--- config.mk ---
export PLATFORM = sky130hd
export DESIGN_NAME = der_tlv_scalar_encoder
export DESIGN_NICKNAME = d
export VERILOG_FILES = /design/src/hw/rtl/dtse_pkg.sv /design/src/hw/rtl/dtse_sequencer.sv /design/src/hw/rtl/dtse_datapath.sv /design/src/hw/rtl/der_tlv_scalar_encoder.sv
export SDC_FILE = /design/constraint.sdc
export NUM_CORES = 1
export LEC_CHECK = 0
export BUFFER_PORTS_ARGS = -buffer_cell sky130_fd_sc_hd__buf_2
export CORE_UTILIZATION = 50
export CTS_CLUSTER_SIZE = 12
export DETAILED_ROUTE_END_ITERATION = 10
export PLACE_DENSITY = 0.69
export SLEW_MARGIN = 10
export SYNTH_ARGS = -nofsm -noshare
export SYNTH_HDL_FRONTEND = slang
export SYNTH_SLANG_ARGS = --single-unit
--- constraint.sdc ---
create_clock -name clk -period 9 [get_ports clk]
set_clock_uncertainty 0.1 [all_clocks]
set_input_delay 1.35 -clock clk [delete_from_list [all_inputs] [get_ports clk]]
set_output_delay 1.35 -clock clk [all_outputs]
set_load 0.01 [all_outputs]
--- src/hw/rtl/dtse_pkg.sv ---
`timescale 1ns / 1ps

package dtse_pkg;

    // Command codes carried on the command field.
    localparam logic [2:0] CMD_BOOL = 3'd0;
    localparam logic [2:0] CMD_UINT = 3'd1;
    localparam logic [2:0] CMD_SINT = 3'd2;
    localparam logic [2:0] CMD_NULL = 3'd3;
    localparam logic [2:0] CMD_HDR  = 3'd4;
    localparam logic [2:0] CMD_BYTE = 3'd5;

    // Error codes carried on the error field.
    localparam logic [1:0] ERR_NONE       = 2'd0;
    localparam logic [1:0] ERR_LIMIT      = 2'd1;
    localparam logic [1:0] ERR_UNEXPECTED = 2'd2;

    // Microprogram step addresses.
    typedef enum logic [3:0] {
        ST_IDLE     = 4'd0,
        ST_DISPATCH = 4'd1,
        ST_SIZE     = 4'd2,
        ST_CHECK    = 4'd3,
        ST_IDENT    = 4'd4,
        ST_LEN      = 4'd5,
        ST_SKIP     = 4'd6,
        ST_CONT     = 4'd7,
        ST_ERR      = 4'd8,
        ST_BYTE     = 4'd9
    } step_t;

    // Source of the byte put out by an emitting step.
    typedef enum logic [2:0] {
        SRC_NONE,
        SRC_IDENT,
        SRC_LEN,
        SRC_CONT,
        SRC_ERR,
        SRC_CBYTE
    } src_t;

    // Jump conditions tested by the sequencer.
    typedef enum logic [2:0] {
        C_NEVER,
        C_ALWAYS,
        C_ACCEPT,
        C_CMD_BYTE,
        C_CMD_BAD,
        C_FAIL,
        C_DONE,
        C_EMPTY
    } cond_t;

    // One microinstruction.
    typedef struct packed {
        logic  take;     // input channel open
        logic  size;     // register the size calculation
        logic  check;    // limit check and commit of the counters
        logic  emit;     // step puts bytes out
        src_t  src;
        cond_t cond;
        step_t jump;     // target when the condition holds
        logic  advance;  // otherwise go to the next step, else stay
    } ucode_t;

    // Status returned by the datapath to the sequencer.
    typedef struct packed {
        logic accept;
        logic cmd_byte;
        logic cmd_bad;
        logic fail;
        logic done;
        logic empty;
    } status_t;

    function automatic ucode_t ucode_rom(step_t step);
        ucode_t w;
        w = '{take: 1'b0, size: 1'b0, check: 1'b0, emit: 1'b0, src: SRC_NONE,
              cond: C_NEVER, jump: ST_IDLE, advance: 1'b0};
        case (step)
            ST_IDLE:
            begin
                w.take = 1'b1;
                w.cond = C_ACCEPT;
                w.jump = ST_DISPATCH;
            end
            ST_DISPATCH:
            begin
                w.cond    = C_CMD_BYTE;
                w.jump    = ST_BYTE;
                w.advance = 1'b1;
            end
            ST_SIZE:
            begin
                w.size    = 1'b1;
                w.cond    = C_CMD_BAD;
                w.jump    = ST_IDLE;
                w.advance = 1'b1;
            end
            ST_CHECK:
            begin
                w.check   = 1'b1;
                w.cond    = C_FAIL;
                w.jump    = ST_ERR;
                w.advance = 1'b1;
            end
            ST_IDENT:
            begin
                w.emit = 1'b1;
                w.src  = SRC_IDENT;
                w.cond = C_DONE;
                w.jump = ST_LEN;
            end
            ST_LEN:
            begin
                w.emit = 1'b1;
                w.src  = SRC_LEN;
                w.cond = C_DONE;
                w.jump = ST_SKIP;
            end
            ST_SKIP:
            begin
                w.cond    = C_EMPTY;
                w.jump    = ST_IDLE;
                w.advance = 1'b1;
            end
            ST_CONT:
            begin
                w.emit = 1'b1;
                w.src  = SRC_CONT;
                w.cond = C_DONE;
                w.jump = ST_IDLE;
            end
            ST_ERR:
            begin
                w.emit = 1'b1;
                w.src  = SRC_ERR;
                w.cond = C_DONE;
                w.jump = ST_IDLE;
            end
            ST_BYTE:
            begin
                w.emit = 1'b1;
                w.src  = SRC_CBYTE;
                w.cond = C_DONE;
                w.jump = ST_IDLE;
            end
            default:
            begin
                w.cond = C_ALWAYS;
                w.jump = ST_IDLE;
            end
        endcase
        return w;
    endfunction

endpackage

--- src/hw/rtl/dtse_sequencer.sv ---
`timescale 1ns / 1ps

module dtse_sequencer import dtse_pkg::*; (
    input  logic    clk,
    input  logic    rst_n,
    input  status_t stat,
    output ucode_t  word
);

    step_t step_reg;
    step_t step_next;
    logic  hit;

    assign word = ucode_rom(step_reg);

    always_comb
    begin
        case (word.cond)
            C_NEVER:    hit = 1'b0;
            C_ALWAYS:   hit = 1'b1;
            C_ACCEPT:   hit = stat.accept;
            C_CMD_BYTE: hit = stat.cmd_byte;
            C_CMD_BAD:  hit = stat.cmd_bad;
            C_FAIL:     hit = stat.fail;
            C_DONE:     hit = stat.done;
            C_EMPTY:    hit = stat.empty;
            default:    hit = 1'b0;
        endcase
    end

    always_comb
    begin
        if (hit)
        begin
            step_next = word.jump;
        end
        else if (word.advance)
        begin
            step_next = step_t'(step_reg + 4'd1);
        end
        else
        begin
            step_next = step_reg;
        end
    end

    always_ff @(posedge clk or negedge rst_n)
    begin
        if (!rst_n)
        begin
            step_reg <= ST_IDLE;
        end
        else
        begin
            step_reg <= step_next;
        end
    end

endmodule

--- src/hw/rtl/dtse_datapath.sv ---
`timescale 1ns / 1ps

module dtse_datapath import dtse_pkg::*; (
    input  logic        clk,
    input  logic        rst_n,
    input  ucode_t      word,
    output status_t     stat,
    input  logic        in_valid,
    input  logic [2:0]  command,
    input  logic [1:0]  id_class,
    input  logic        constructed,
    input  logic [63:0] tag_number,
    input  logic [63:0] value,
    input  logic [31:0] content_length,
    input  logic [7:0]  content_byte,
    input  logic        cfg_valid,
    input  logic [31:0] cfg_data,
    input  logic        out_stall,
    output logic        out_valid,
    output logic [7:0]  out_byte,
    output logic        last,
    output logic [1:0]  error
);

    // Latched item.
    logic [2:0]  cmd_reg;
    logic [1:0]  cls_reg;
    logic        cons_reg;
    logic [63:0] tag_reg;
    logic [63:0] val_reg;
    logic [31:0] clen_reg;
    logic [7:0]  cbyte_reg;

    // Sizes of the encoding.
    logic [7:0]  id_first_reg,   id_first_next;
    logic [3:0]  id_groups_reg,  id_groups_next;
    logic [3:0]  id_len_reg,     id_len_next;
    logic [31:0] len_val_reg,    len_val_next;
    logic        len_short_reg,  len_short_next;
    logic [2:0]  len_n_reg,      len_n_next;
    logic [2:0]  len_len_reg,    len_len_next;
    logic [3:0]  cont_len_reg,   cont_len_next;
    logic [71:0] cont_word_reg,  cont_word_next;
    logic [32:0] add_reg,        add_next;

    // Counters and limit.
    logic [31:0] lim_reg,        lim_next;
    logic [31:0] written_reg,    written_next;
    logic [31:0] pending_reg,    pending_next;
    logic [3:0]  idx_reg,        idx_next;

    // Output register.
    logic        out_valid_reg,  out_valid_next;
    logic [7:0]  out_byte_reg,   out_byte_next;
    logic        last_reg,       last_next;
    logic [1:0]  error_reg,      error_next;

    logic        accept;
    logic        is_hdr;
    logic        is_null;
    logic        out_load;
    logic [3:0]  phase_len;
    logic        fail;
    logic [7:0]  sel_byte;
    logic        sel_last;
    logic [1:0]  sel_err;

    logic [69:0] tag_ext;
    logic [6:0]  grp [10];
    logic [7:0]  lbyte [4];
    logic [7:0]  cbyte_w [9];
    logic [3:0]  gi;
    logic [1:0]  bi;
    logic [3:0]  ci;

    assign accept  = word.take & in_valid;
    assign is_hdr  = (cmd_reg == CMD_HDR);
    assign is_null = (cmd_reg == CMD_NULL);

    always_ff @(posedge clk)
    begin
        if (accept)
        begin
            cmd_reg   <= command;
            cls_reg   <= id_class;
            cons_reg  <= constructed;
            tag_reg   <= tag_number;
            val_reg   <= value;
            clen_reg  <= content_length;
            cbyte_reg <= content_byte;
        end
    end

    // Size calculation: priority searches over the fixed byte and group positions.
    always_comb
    begin
        logic        tshort;
        logic [3:0]  groups;
        logic [3:0]  un;
        logic        lead;
        logic [3:0]  sn;
        logic [63:0] sh;
        logic [3:0]  clen;
        logic [71:0] cword;
        logic [31:0] lv;
        logic [2:0]  ln;
        logic        lshort;
        logic [2:0]  llen;
        logic [3:0]  ilen;
        logic [4:0]  k;

        tshort = is_null || (tag_reg < 64'd31);
        groups = 4'd1;
        for (int i = 1; i < 10; i++)
        begin
            if ((tag_reg >> (7 * i)) != 64'd0)
            begin
                groups = 4'(i + 1);
            end
        end
        ilen = tshort ? 4'd1 : groups + 4'd1;

        un = 4'd1;
        for (int i = 1; i < 8; i++)
        begin
            if ((val_reg >> (8 * i)) != 64'd0)
            begin
                un = 4'(i + 1);
            end
        end
        lead = 1'b0;
        for (int i = 0; i < 8; i++)
        begin
            if (un == 4'(i + 1))
            begin
                lead = val_reg[8 * i + 7];
            end
        end

        sn = 4'd1;
        for (int i = 1; i < 8; i++)
        begin
            sh = 64'($signed(val_reg) >>> (8 * i - 1));
            if (sh != 64'd0 && sh != {64{1'b1}})
            begin
                sn = 4'(i + 1);
            end
        end

        cword = {8'h00, val_reg};
        case (cmd_reg)
            CMD_BOOL:
            begin
                clen  = 4'd1;
                cword = {64'd0, {8{val_reg[0]}}};
            end
            CMD_UINT: clen = un + {3'd0, lead};
            CMD_SINT: clen = sn;
            default:  clen = 4'd0;
        endcase

        lv = is_hdr ? clen_reg : {28'd0, clen};
        lshort = (lv < 32'd128);
        ln = 3'd1;
        for (int i = 1; i < 4; i++)
        begin
            if ((lv >> (8 * i)) != 32'd0)
            begin
                ln = 3'(i + 1);
            end
        end
        llen = lshort ? 3'd1 : ln + 3'd1;

        k = 5'(ilen) + 5'(llen) + 5'(clen);

        id_first_next  = {is_null ? 2'b00 : cls_reg,
                          is_hdr & cons_reg,
                          is_null ? 5'd5 : (tshort ? tag_reg[4:0] : 5'h1F)};
        id_groups_next = groups;
        id_len_next    = ilen;
        len_val_next   = lv;
        len_short_next = lshort;
        len_n_next     = ln;
        len_len_next   = llen;
        cont_len_next  = clen;
        cont_word_next = cword;
        add_next       = 33'(k) + (is_hdr ? {1'b0, clen_reg} : 33'd0);
    end

    always_ff @(posedge clk)
    begin
        if (word.size)
        begin
            id_first_reg  <= id_first_next;
            id_groups_reg <= id_groups_next;
            id_len_reg    <= id_len_next;
            len_val_reg   <= len_val_next;
            len_short_reg <= len_short_next;
            len_n_reg     <= len_n_next;
            len_len_reg   <= len_len_next;
            cont_len_reg  <= cont_len_next;
            cont_word_reg <= cont_word_next;
            add_reg       <= add_next;
        end
    end

    // Total after this encoding against the limit.
    assign fail = ({2'b00, written_reg} + {1'b0, add_reg}) > {2'b00, lim_reg};

    // Byte selection.
    assign tag_ext = {6'd0, tag_reg};
    always_comb
    begin
        for (int i = 0; i < 10; i++)
        begin
            grp[i] = tag_ext[7 * i +: 7];
        end
        for (int i = 0; i < 4; i++)
        begin
            lbyte[i] = len_val_reg[8 * i +: 8];
        end
        for (int i = 0; i < 9; i++)
        begin
            cbyte_w[i] = cont_word_reg[8 * i +: 8];
        end
    end

    assign gi = id_groups_reg - idx_reg;
    assign bi = len_n_reg[1:0] - idx_reg[1:0];
    assign ci = cont_len_reg - 4'd1 - idx_reg;

    always_comb
    begin
        sel_byte  = 8'h00;
        sel_last  = 1'b1;
        sel_err   = ERR_NONE;
        phase_len = 4'd1;
        case (word.src)
            SRC_IDENT:
            begin
                phase_len = id_len_reg;
                sel_last  = 1'b0;
                if (idx_reg == 4'd0)
                begin
                    sel_byte = id_first_reg;
                end
                else
                begin
                    sel_byte = {gi != 4'd0, grp[gi]};
                end
            end
            SRC_LEN:
            begin
                phase_len = {1'b0, len_len_reg};
                sel_last  = (idx_reg == {1'b0, len_len_reg - 3'd1}) &&
                            (cont_len_reg == 4'd0);
                if (idx_reg == 4'd0)
                begin
                    sel_byte = len_short_reg ? len_val_reg[7:0] : {5'b10000, len_n_reg};
                end
                else
                begin
                    sel_byte = lbyte[bi];
                end
            end
            SRC_CONT:
            begin
                phase_len = cont_len_reg;
                sel_last  = (idx_reg == cont_len_reg - 4'd1);
                sel_byte  = cbyte_w[ci];
            end
            SRC_ERR:
            begin
                sel_err = ERR_LIMIT;
            end
            SRC_CBYTE:
            begin
                if (pending_reg == 32'd0)
                begin
                    sel_err = ERR_UNEXPECTED;
                end
                else
                begin
                    sel_byte = cbyte_reg;
                end
            end
            default:
            begin
                sel_last = 1'b0;
            end
        endcase
    end

    assign out_load = word.emit && (!out_valid_reg || !out_stall);

    always_comb
    begin
        stat.accept   = accept;
        stat.cmd_byte = (cmd_reg == CMD_BYTE);
        stat.cmd_bad  = (cmd_reg > CMD_BYTE);
        stat.fail     = fail;
        stat.done     = out_load && (idx_reg == phase_len - 4'd1);
        stat.empty    = (cont_len_reg == 4'd0);
    end

    always_comb
    begin
        lim_next       = cfg_valid ? cfg_data : lim_reg;
        written_next   = written_reg;
        pending_next   = pending_reg;
        idx_next       = idx_reg;
        out_valid_next = out_stall ? out_valid_reg : 1'b0;
        out_byte_next  = out_byte_reg;
        last_next      = last_reg;
        error_next     = error_reg;

        if (word.check && !fail)
        begin
            written_next = written_reg + add_reg[31:0];
            if (is_hdr)
            begin
                pending_next = clen_reg;
            end
        end

        if (out_load)
        begin
            out_valid_next = 1'b1;
            out_byte_next  = sel_byte;
            last_next      = sel_last;
            error_next     = sel_err;
            idx_next       = stat.done ? 4'd0 : idx_reg + 4'd1;
            if (word.src == SRC_CBYTE && pending_reg != 32'd0)
            begin
                pending_next = pending_reg - 32'd1;
            end
        end
    end

    always_ff @(posedge clk or negedge rst_n)
    begin
        if (!rst_n)
        begin
            lim_reg       <= 32'hFFFF_FFFF;
            written_reg   <= 32'd0;
            pending_reg   <= 32'd0;
            idx_reg       <= 4'd0;
            out_valid_reg <= 1'b0;
        end
        else
        begin
            lim_reg       <= lim_next;
            written_reg   <= written_next;
            pending_reg   <= pending_next;
            idx_reg       <= idx_next;
            out_valid_reg <= out_valid_next;
        end
    end

    always_ff @(posedge clk)
    begin
        out_byte_reg <= out_byte_next;
        last_reg     <= last_next;
        error_reg    <= error_next;
    end

    assign out_valid = out_valid_reg;
    assign out_byte  = out_byte_reg;
    assign last      = last_reg;
    assign error     = error_reg;

endmodule

--- src/hw/rtl/der_tlv_scalar_encoder.sv ---
`timescale 1ns / 1ps

// DER TLV scalar encoder. Each input beat is one command; the block answers with
// the encoded bytes, one output beat per byte, and marks the final byte of the
// command with last. Boolean, unsigned, signed and null commands produce a whole
// identifier-length-contents encoding; a raw header command produces only the
// identifier and length, and the contents then follow as content-byte commands
// that are passed straight through. Every encoding is checked against the
// output limit register before anything is sent: if the running byte total
// would go over it, the command gives a single beat with error set to one and
// the total is left alone. A content byte with no contents outstanding gives a
// single beat with error two. Control is a ten-step microprogram held in a
// constant table: a step counter walks it and a plain datapath sizes the
// encoding, runs the limit check and selects each byte. Timing is set by that
// program and by the output register, which takes one byte a cycle unless the
// output stalls. A scalar walks idle, dispatch, size, check, identifier, length,
// skip and contents; a header ends at skip, a failed check jumps to the error
// step, a content byte goes from dispatch to the byte step, and unused codes
// return to idle from size and produce nothing. A new command is taken only when
// the previous one has been fully handed to the output register; output stalls
// simply hold the program in its current step. The configuration channel is
// always ready and should only be written while no command is in progress.

module der_tlv_scalar_encoder import dtse_pkg::*; (
    input  logic        clk,
    input  logic        rst_n,

    // Command channel.
    input  logic        in_valid,
    output logic        in_stall,
    input  logic [2:0]  command,
    input  logic [1:0]  id_class,
    input  logic        constructed,
    input  logic [63:0] tag_number,
    input  logic [63:0] value,
    input  logic [31:0] content_length,
    input  logic [7:0]  content_byte,

    // Byte channel.
    output logic        out_valid,
    input  logic        out_stall,
    output logic [7:0]  out_byte,
    output logic        last,
    output logic [1:0]  error,

    // Limit register write channel.
    input  logic        cfg_valid,
    output logic        cfg_ready,
    input  logic [31:0] cfg_data
);

    ucode_t  word;
    status_t stat;

    // The idle step is the only one that opens the command channel.
    assign in_stall  = !word.take;
    assign cfg_ready = 1'b1;

    dtse_sequencer u_seq (
        .clk   (clk),
        .rst_n (rst_n),
        .stat  (stat),
        .word  (word)
    );

    dtse_datapath u_dp (
        .clk            (clk),
        .rst_n          (rst_n),
        .word           (word),
        .stat           (stat),
        .in_valid       (in_valid),
        .command        (command),
        .id_class       (id_class),
        .constructed    (constructed),
        .tag_number     (tag_number),
        .value          (value),
        .content_length (content_length),
        .content_byte   (content_byte),
        .cfg_valid      (cfg_valid),
        .cfg_data       (cfg_data),
        .out_stall      (out_stall),
        .out_valid      (out_valid),
        .out_byte       (out_byte),
        .last           (last),
        .error          (error)
    );

endmodule

==> key figures, run 1 <==
Yosys
  – Share of the synthesized area in the top cell type: 45.7%
  – Yosys top cell by area: edfxtp_1
  – Post-synthesis sequential area ratio: 57.6%
  – Area contributors post-synth: edfxtp_1 (46%), dfrtp_1 (8.1%), ha_1 (5.2%), mux4_2 (3.8%), dfstp_2 (3.7%)
  – Yosys cell types: 89
  – Synth Flop Type: edfxtp_1
  – Cells after Synth: 1815
  – Syn_area_per_cell: 12.4 sq um
  – EDFF count, synth: 341
  – YS warnings: 0
  – Flops & latches, synth: 446
  – Asr flop ratio synth: 23.5%
  – Synthesized Nets: 2128
  – Post-Syn Area: 0.0224 sq mm

Global route
  – Grt ovf: 0
  – Total track usage: 24.4%
  – Initial antenna violation count: 2
  – Global-route wire length before repair: 83700 microns
  – Largest net degree at the start of global routing: 81
  – Number of global-route vias before repair: 15.1k

Final layout
  – Most frequent cells in the layout: edfxtp_1 (341), buf_2 (222), nand2_1 (137)
  – Commonest non-fill, non-tap cell in the layout: edfxtp_1
  – Multi-input logic area: 0.00895 sq mm
  – Area delta synth->final: 13.6%
  – FF+latch area: 0.0129 sq mm
  – # fillers: 3631
  – Final core occ: 57.6%
  – Nets@finish: 2343
  – Layout cells sized above 1: 20.4%

STA
  – FMAX: 140 MHz
  – Max Slew Vio Count: 0
  – RSZ-0062 raised after global routing: false
  – Worst slew pin tran: 1.12 ns
  – Fin. Hold Viols: 0
  – Final Critical Period: 7.16 ns
  – Slew margin rel.: 24.7%
  – Final critical-path share of the clock period: 79.6%
  – Final setup violating endpoints: 0
  – Setup TNS: 0 ns

Clock network
  – CTS max path bufs: 3
  – Clk_lat worst skew: 0.58 ns
  – # resized after CTS: 0
  – Clock buffer count from CTS: 48
  – Worst-path clk slew: 0.06 ns
  – CTS tree: built
  – Hold_buf cts: 0
  – Clock Sinks: 446
  – Setup bufs post-CTS: 0
  – CTS root buffer: clkbuf_16
  – H-tree lvl count: 2

Die
  – IO Count: 225
  – Cell Rows: 77
  – Core box area: 0.0442 sq mm
  – Die Span Y: 214 microns
  – Initial Util: 50.7%
  – DIE AREA: 0.0457 sq mm
  – Die Wd: 214 microns

Setup path
  – Slowest CP cell: or3_1
  – CP Capture Type: register
  – Critical path class: reg -> reg
  – Critical path arrival: 7.38 ns
  – Crit-path max cell delay: 0.55 ns
  – CP most frequent cell: ha_1
  – Crit path max fanout: 7
  – Cell Chain, Critical Path: nor4_1, nand2_1, or3_1, nor3_4, a21o_1, a221oi_1, o21ai_0, a31o_2, ha_1, ha_1, a31o_2, fa_1, ha_1, fa_1, xor2_1, ha_1, a21oi_1, nor2b_1, o2111ai_1, or3_1, nor3_1, nand3_1, xor2_1, nor2_1
  – CP Launch Type: register
  – Req. time, crit path: 9.22 ns

Detailed routing
  – Antenna-violating nets left: 0
  – Vias per cell: 5.83
  – Total number of vias: 15.5k
  – Post-Route WL: 55400 microns
  – DR iter-0 viols: 1225
  – 1st-pass router iterations: 6
  – DR DRC count: 0
  – Wire per inst: 20.8 microns

Pwr
  – VDD IR max: 197 uV
  – Cell Pwr Density: 317 mW/mm^2
  – Leakage: 9.95 nW

Place
  – I/O Buffers: 223
  – RePlAce Congestion: 0.952
  – Detail Placement HPWL: 41300 microns

Run status
  – Status: finished clean

Worst hold path
  – Min-Delay Path Class: reg -> reg

Flow run
  – Maxcap violations: 0
[final cells by class]
class | count | area share, %
clock inverter | 18 | 0.378
sequential | 446 | 50.6
antenna | 2 | 0.0196
clock buffer | 65 | 5.16
inverter | 77 | 1.13
tap | 592 | 2.91
multi-input combinational | 1226 | 35.1
timing repair buffer | 231 | 4.62
[layer usage]
layer	vias up	global-route usage [%]	part of all wire, %
li1	7269	-	-
met1	7492	32.5	42
met2	604	38.9	46
met3	116	4.94	7.7
met4	0	11.0	3.8
met5	-	0	0
[logic make-up after synthesis]
family | Yosys count | share of synthesized area, %
mux | 94 | 6.56
buf+inv | 143 | 2.60
xor+xnor | 84 | 3.28
simple gates | 615 | 14.4
other cells | 1 | 0.0167
fa+ha+maj | 102 | 5.96
flops | 446 | 57.6
compound gates | 330 | 9.63
[power breakdown]
group	internal [mW]	total, mW	switching, mW
registers	2.79	3.12	0.336
logic	1.31	3.16	1.85
clock network	1.02	1.80	0.778
[synth_stat cells (26+ instances only)]
master	instances
a21o_1	26
a21oi_1	90
and2_1	94
clkbuf_1	47
dfrtp_1	73
dfstp_2	32
edfxtp_1	341
ha_1	94
inv_1	77
mux2_1	28
mux4_2	38
nand2_1	138
nand3_1	40
nand4_1	37
nor2_1	119
nor3_1	40
nor4_1	42
o21ai_0	86
xnor2_1	51
xor2_1	33
[metrics by stage]
step	total power [mW]	cell area, sq um	hold slack (ns)	setup WS [ns]	instances
after detailed placement	6.28	24100	0.366	1.98	2572
after CTS	8.10	25500	0.383	1.95	2655
final	8.08	25500	0.384	1.84	2657
after floorplan	5.40	22400	0.318	1.95	1815
after global routing	8.57	25500	0.395	1.38	2655
after global placement	6.18	24100	0.360	2.21	2572
[critical path, delay by kind of cell, from the launching register on]
family          cells  cell delay, ns
flops               1            0.43
simple gates        9            3.05
fa+ha+maj           6            1.86
xor+xnor            2            0.33
compound gates      7            1.13
[final timing paths]
kind                                                 from                         endpoint  slack [ns]  cells after the start
hold reg to reg            u_dp.pending_reg[30]$_DFF_PN0_   u_dp.pending_reg[30]$_DFF_PN0_        0.38                      1
min in group asynchronous                           rst_n  u_dp.written_reg[2]$_DFFE_PN0P_        0.71                      1
setup / recovery               u_dp.val_reg[60]$_DFFE_PP_       u_dp.add_reg[24]$_DFFE_PP_        1.84                     24
max in group asynchronous                           rst_n   u_dp.pending_reg[15]$_DFF_PN0_        6.84                      2
hold / removal             u_dp.pending_reg[30]$_DFF_PN0_   u_dp.pending_reg[30]$_DFF_PN0_        0.38                      1
setup reg to reg               u_dp.val_reg[60]$_DFFE_PP_       u_dp.add_reg[24]$_DFFE_PP_        1.84                     24
(Power assumes the default switching activity.)
==> run 2: changes to the inputs <==
==> constraint.sdc (replaced) <==
create_clock -name clk -period 7.46 [get_ports clk]
set_clock_uncertainty 0.1 [all_clocks]
set_input_delay 1.119 -clock clk [delete_from_list [all_inputs] [get_ports clk]]
set_output_delay 1.119 -clock clk [all_outputs]
set_load 0.01 [all_outputs]
==> run 2 against run 1 <==
  * Global-route usage increased by 0.16 points
  * Clock power increased by 23%
  * Flip-flop and latch count unchanged
  * Critical endpoint is now u_dp.add_reg[29]$_DFFE_PP_
  * Die area unchanged
  * Total power increased by 21%
  * First-iteration DRC count increased by 13%
  * Largest power group unchanged
  * Largest cell class unchanged
  * Sequential power increased by 21%
  * Critical path type unchanged
  * Worst hold slack got worse by 0.022 ns
  * Utilization increased by 0.13 points
==> key figures, run 2 (same netlist as run 1, synthesis figures left out) <==
Run status
  – Status: finished clean

Final layout
  – Non-Filler Instances: 2662
  – Final core occ: 57.8%
  – Nets@finish: 2347
  – Fin area: 0.0255 sq mm
  – Layout cells sized above 1: 20.2%
  – # fillers: 3625
  – Most frequent cells in the layout: edfxtp_1 (341), buf_2 (222), nand2_1 (137)
  – FF+latch area: 0.0129 sq mm
  – Area delta synth->final: 13.9%
  – Commonest non-fill, non-tap cell in the layout: edfxtp_1
  – Multi-input logic area: 0.00896 sq mm

Pwr
  – VDD IR max: 236 uV
  – Cell Pwr Density: 384 mW/mm^2
  – Leakage: 9.97 nW
  – Overall power: 9.82 mW

Place
  – Post-Place Cells: 2576
  – Placed Instance Area: 0.0241 sq mm
  – RePlAce Congestion: 0.949
  – Pre-CTS WS: 0.373 ns
  – Detail Placement HPWL: 41700 microns
  – I/O Buffers: 223

Clock network
  – CTS tree: built
  – CTS max path bufs: 3
  – CTS root buffer: clkbuf_16
  – Setup bufs post-CTS: 0
  – Clock Sinks: 446
  – Clk_lat worst skew: 0.58 ns
  – Worst-path clk slew: 0.06 ns
  – H-tree lvl count: 2
  – Clock buffer count from CTS: 48

Die
  – Initial Util: 50.7%
  – Core box area: 0.0442 sq mm
  – Cell Rows: 77
  – Die Span Y: 214 microns
  – DIE AREA: 0.0457 sq mm
  – IO Count: 225
  – Die Wd: 214 microns

Setup path
  – Crit path max fanout: 6
  – FF-to-FF setup slack: 0.42 ns
  – Worst reg2reg endpoint: u_dp.add_reg[29]$_DFFE_PP_
  – Critical path arrival: 7.37 ns
  – Crit path capture: u_dp.add_reg[29]$_DFFE_PP_
  – Req. time, crit path: 7.79 ns
  – Reg2reg start: u_dp.val_reg[56]$_DFFE_PP_
  – Worst Reg2Reg Path Length in Cells: 23
  – Critical path origin: u_dp.val_reg[56]$_DFFE_PP_
  – Critical path class: reg -> reg
  – CP Capture Type: register
  – CP Launch Type: register

Detailed routing
  – Wire per inst: 20.9 microns
  – DR iter-0 viols: 1390
  – Post-Route WL: 55700 microns
  – DR DRC count: 0
  – Total number of vias: 15.5k
  – 1st-pass router iterations: 5
  – Antenna-violating nets left: 0
  – Vias per cell: 5.84

STA
  – Fin. Hold Viols: 0
  – FMAX: 142 MHz
  – Slew margin rel.: 25.9%
  – Setup TNS: 0 ns
  – Min Hold Slack: 0.362 ns
  – Max Slew Vio Count: 0
  – Post-route setup slack: 0.415 ns
  – Worst slew pin tran: 1.10 ns
  – RSZ-0062 raised after global routing: false
  – Final setup violating endpoints: 0
  – Final critical-path share of the clock period: 94.4%
  – Final Critical Period: 7.04 ns

Worst hold path
  – Min-Delay Path Class: reg -> reg

Global route
  – Total track usage: 24.6%
  – Largest net degree at the start of global routing: 71
  – Grt ovf: 0
  – Global-route wire length before repair: 85100 microns
  – Number of global-route vias before repair: 15.3k
  – Initial antenna violation count: 5

Flow run
  – Maxcap violations: 0
==> run 2: worst min path at each step <==
stage | start | endpoint | slack, ns | cells past startpoint
finish | u_dp.val_reg[0]$_DFFE_PP_ | u_dp.cont_word_reg[0]$_DFFE_PP_ | 0.36 | 0
global route | u_dp.val_reg[0]$_DFFE_PP_ | u_dp.cont_word_reg[0]$_DFFE_PP_ | 0.39 | 0
CTS | u_dp.val_reg[0]$_DFFE_PP_ | u_dp.cont_word_reg[0]$_DFFE_PP_ | 0.36 | 0
detailed placement | u_dp.val_reg[0]$_DFFE_PP_ | u_dp.cont_word_reg[0]$_DFFE_PP_ | 0.34 | 0
global placement | u_dp.val_reg[0]$_DFFE_PP_ | u_dp.cont_word_reg[0]$_DFFE_PP_ | 0.33 | 0
floorplan | u_dp.val_reg[0]$_DFFE_PP_ | u_dp.cont_word_reg[0]$_DFFE_PP_ | 0.32 | 0
==> run 2: area by class of cell <==
class                           count  area share (%)
Sequential cell                   446            50.5
Multi-Input combinational cell   1226            35.1
Clock buffer                       65            5.07
Timing Repair Buffer              235            4.73
Tap cell                          592            2.90
Inverter                           77            1.13
Clock inverter                     19           0.549
Antenna cell                        2          0.0196
==> run 2: what timing repair did <==
| action | in CTS | in global routing |
|---|---|---|
| resized for setup | 0 | 1 |
| setup endpoints to repair | 0 | 3 |
| hold buffers | 0 | 0 |
==> run 2: worst max-delay path: stages, from the launching register on <==
cell	delay, ns
edfxtp_1	0.42
nor4_1	0.53
nand2_1	0.25
or3_1	0.55
a21oi_1	0.25
a31o_2	0.18
mux2i_1	0.06
o21ai_0	0.27
a31o_2	0.21
ha_1	0.16
ha_1	0.23
a31o_2	0.26
fa_1	0.48
ha_1	0.24
fa_1	0.39
xor2_1	0.17
ha_1	0.33
inv_1	0.05
o21bai_1	0.15
a21oi_1	0.15
nor4_1	0.61
nand4_1	0.31
or3_1	0.37
a21oi_1	0.16
==> run 2: routing by layer <==
metal	wire length [microns]	vias up	track usage (%)	share of wire (%)
li1	-	7272	-	-
met1	23800	7590	32.5	43
met2	26100	567	40.6	47
met3	3870	110	4.57	7.0
met4	1870	6	9.04	3.4
met5	34	-	0	0.061
==> run 2: where the power goes <==
part / switching [mW] / total (mW) / internal [mW]
clock network: 0.938 / 2.22 / 1.28
registers: 0.399 / 3.76 / 3.36
logic: 2.25 / 3.84 / 1.59
total: 3.59 / 9.82 / 6.23
==> run 3: changes to the inputs <==
--- a/config.mk
+++ b/config.mk
@@ -6,10 +6,11 @@
 export NUM_CORES = 1
 export LEC_CHECK = 0
 export BUFFER_PORTS_ARGS = -buffer_cell sky130_fd_sc_hd__buf_2
-export CORE_UTILIZATION = 50
+export CORE_ASPECT_RATIO = 0.6
+export CORE_UTILIZATION = 58
 export CTS_CLUSTER_SIZE = 12
 export DETAILED_ROUTE_END_ITERATION = 10
-export PLACE_DENSITY = 0.69
+export PLACE_DENSITY = 0.79
 export SLEW_MARGIN = 10
 export SYNTH_ARGS = -nofsm -noshare
 export SYNTH_HDL_FRONTEND = slang
==> run 3 against run 2 <==
  * Setup slack got worse by 0.096 ns
  * Clock power fell by 3%
  * Clock-buffer cell count rose by 10
  * Largest power group unchanged
  * Utilization rose by 9.1 points
  * Largest cell class unchanged
==> key figures, run 3 (same netlist as run 1, synthesis figures left out) <==
Clock network
  – CTS root buffer: clkbuf_16
  – Setup bufs post-CTS: 0
  – Clk_lat worst skew: 0.57 ns
  – CTS tree: built
  – Worst-path clk slew: 0.06 ns
  – Clock Sinks: 446
  – Clock buffer count from CTS: 44
  – H-tree lvl count: 2
  – CTS max path bufs: 3

Die
  – Die Wd: 256 microns
  – Initial Util: 59.1%
  – Die Span Y: 154 microns
  – Core box area: 0.0379 sq mm
  – Cell Rows: 55
  – IO Count: 225
  – DIE AREA: 0.0395 sq mm

Pwr
  – Leakage: 9.91 nW
  – Overall power: 9.83 mW
  – Cell Pwr Density: 388 mW/mm^2
  – VDD IR max: 368 uV

Setup path
  – Crit path capture: u_dp.add_reg[29]$_DFFE_PP_
  – Worst reg2reg endpoint: u_dp.add_reg[29]$_DFFE_PP_
  – Crit path max fanout: 4
  – Critical path class: reg -> reg
  – Req. time, crit path: 7.76 ns
  – FF-to-FF setup slack: 0.32 ns
  – Critical path origin: u_dp.val_reg[24]$_DFFE_PP_
  – Reg2reg start: u_dp.val_reg[24]$_DFFE_PP_
  – Worst Reg2Reg Path Length in Cells: 24
  – Critical path arrival: 7.44 ns
  – CP Launch Type: register
  – CP Capture Type: register

Global route
  – Largest net degree at the start of global routing: 90
  – Initial antenna violation count: 2
  – Grt ovf: 0
  – Global-route wire length before repair: 88000 microns
  – Total track usage: 29.3%
  – Number of global-route vias before repair: 15.3k

STA
  – Slew margin rel.: 19.5%
  – FMAX: 140 MHz
  – Post-route setup slack: 0.320 ns
  – Fin. Hold Viols: 0
  – Final critical-path share of the clock period: 95.7%
  – Max Slew Vio Count: 0
  – RSZ-0062 raised after global routing: false
  – Setup TNS: 0 ns
  – Final Critical Period: 7.14 ns
  – Worst slew pin tran: 1.21 ns
  – Final setup violating endpoints: 0

Place
  – Detail Placement HPWL: 43000 microns
  – I/O Buffers: 223
  – RePlAce Congestion: 0.915
  – Pre-CTS WS: 0.176 ns

Worst hold path
  – Min-Delay Path Class: reg -> reg

Final layout
  – Final core occ: 66.9%
  – Commonest non-fill, non-tap cell in the layout: edfxtp_1
  – Layout cells sized above 1: 19.9%
  – Area delta synth->final: 13.1%
  – Nets@finish: 2343
  – Most frequent cells in the layout: edfxtp_1 (341), buf_2 (222), nand2_1 (138)

Detailed routing
  – Antenna-violating nets left: 0
  – Wire per inst: 22.4 microns
  – 1st-pass router iterations: 5
  – DR iter-0 viols: 1671
  – Vias per cell: 6.18
  – DR DRC count: 0
  – Total number of vias: 15.9k
  – Post-Route WL: 57800 microns

Flow run
  – Maxcap violations: 0

Run status
  – Status: finished clean
==> run 3: how the worst min path moves through the flow <==
stage / end / from / cells past startpoint
after CTS: u_dp.pending_reg[27]$_DFF_PN0_ / u_dp.pending_reg[27]$_DFF_PN0_ / 1
after detailed placement: u_dp.pending_reg[27]$_DFF_PN0_ / u_dp.pending_reg[27]$_DFF_PN0_ / 1
after floorplan: u_dp.cont_word_reg[0]$_DFFE_PP_ / u_dp.val_reg[0]$_DFFE_PP_ / 0
final: u_dp.written_reg[29]$_DFFE_PN0P_ / u_dp.written_reg[29]$_DFFE_PN0P_ / 1
after global routing: u_dp.pending_reg[27]$_DFF_PN0_ / u_dp.pending_reg[27]$_DFF_PN0_ / 1
after global placement: u_dp.pending_reg[27]$_DFF_PN0_ / u_dp.pending_reg[27]$_DFF_PN0_ / 1
==> run 3: through the flow <==
stage,hold WS [ns],instance area (sq um),cells
floorplan,0.318,22400,1815
global placement,0.362,24000,2497
CTS,0.386,25400,2579
detailed placement,0.370,24000,2497
finish,0.394,25400,2581
global route,0.396,25400,2580
==> run 3: cell type report <==
| class | instances | area [sq um] |
|---|---|---|
| clock inverter | 7 | 114 |
| inverter | 77 | 289 |
| antenna | 2 | 5.00 |
| tap | 513 | 642 |
| fill | 2771 | 12500 |
| sequential | 446 | 12900 |
| timing repair buffer | 235 | 1210 |
| clock buffer | 75 | 1240 |
| multi-input combinational | 1226 | 8970 |
==> run 3: layer usage <==
metal,global-route usage (%),wire [microns],vias to the layer above
met5,0,0,-
met4,6.42,844,0
met3,9.13,6880,75
met2,40.1,23700,825
met1,45.5,26400,7798
li1,-,-,7250
==> run 3: timing repair <==
| action | 4_1_cts | 5_1_grt |
|---|---|---|
| hold buffers | 0 | 0 |
| endpoints found under the setup margin | 0 | 7 |
| hold endpoints to repair | 0 | 0 |
| gates resized for setup | 0 | 3 |
==> run 3: power by group <==
| group | switching, mW | leakage (nW) | internal [mW] |
|---|---|---|---|
| Sequential | 0.421 | 4.43 | 3.36 |
| Clock | 0.943 | 0.646 | 1.20 |
| Combinational | 2.31 | 4.84 | 1.59 |
| Total | 3.68 | 9.91 | 6.16 |
==> run 3: critical path, stage by stage, from the launching register on <==
cell and delay (ns):
edfxtp_1 0.40, nor4_1 0.72, nand2_1 0.28, a31oi_1 0.22, nor2_1 0.06, nor2_1 0.10
nor2_1 0.09, a221oi_1 0.26, o21ai_0 0.13, a31o_2 0.26, ha_1 0.19, ha_1 0.20
xnor2_1 0.13, o32ai_1 0.48, fa_1 0.59, fa_1 0.45, xor2_1 0.17, ha_1 0.33
inv_1 0.05, o21bai_1 0.16, a21oi_1 0.14, nor4_1 0.62, nand4_1 0.29, or3_1 0.36
a21oi_1 0.19
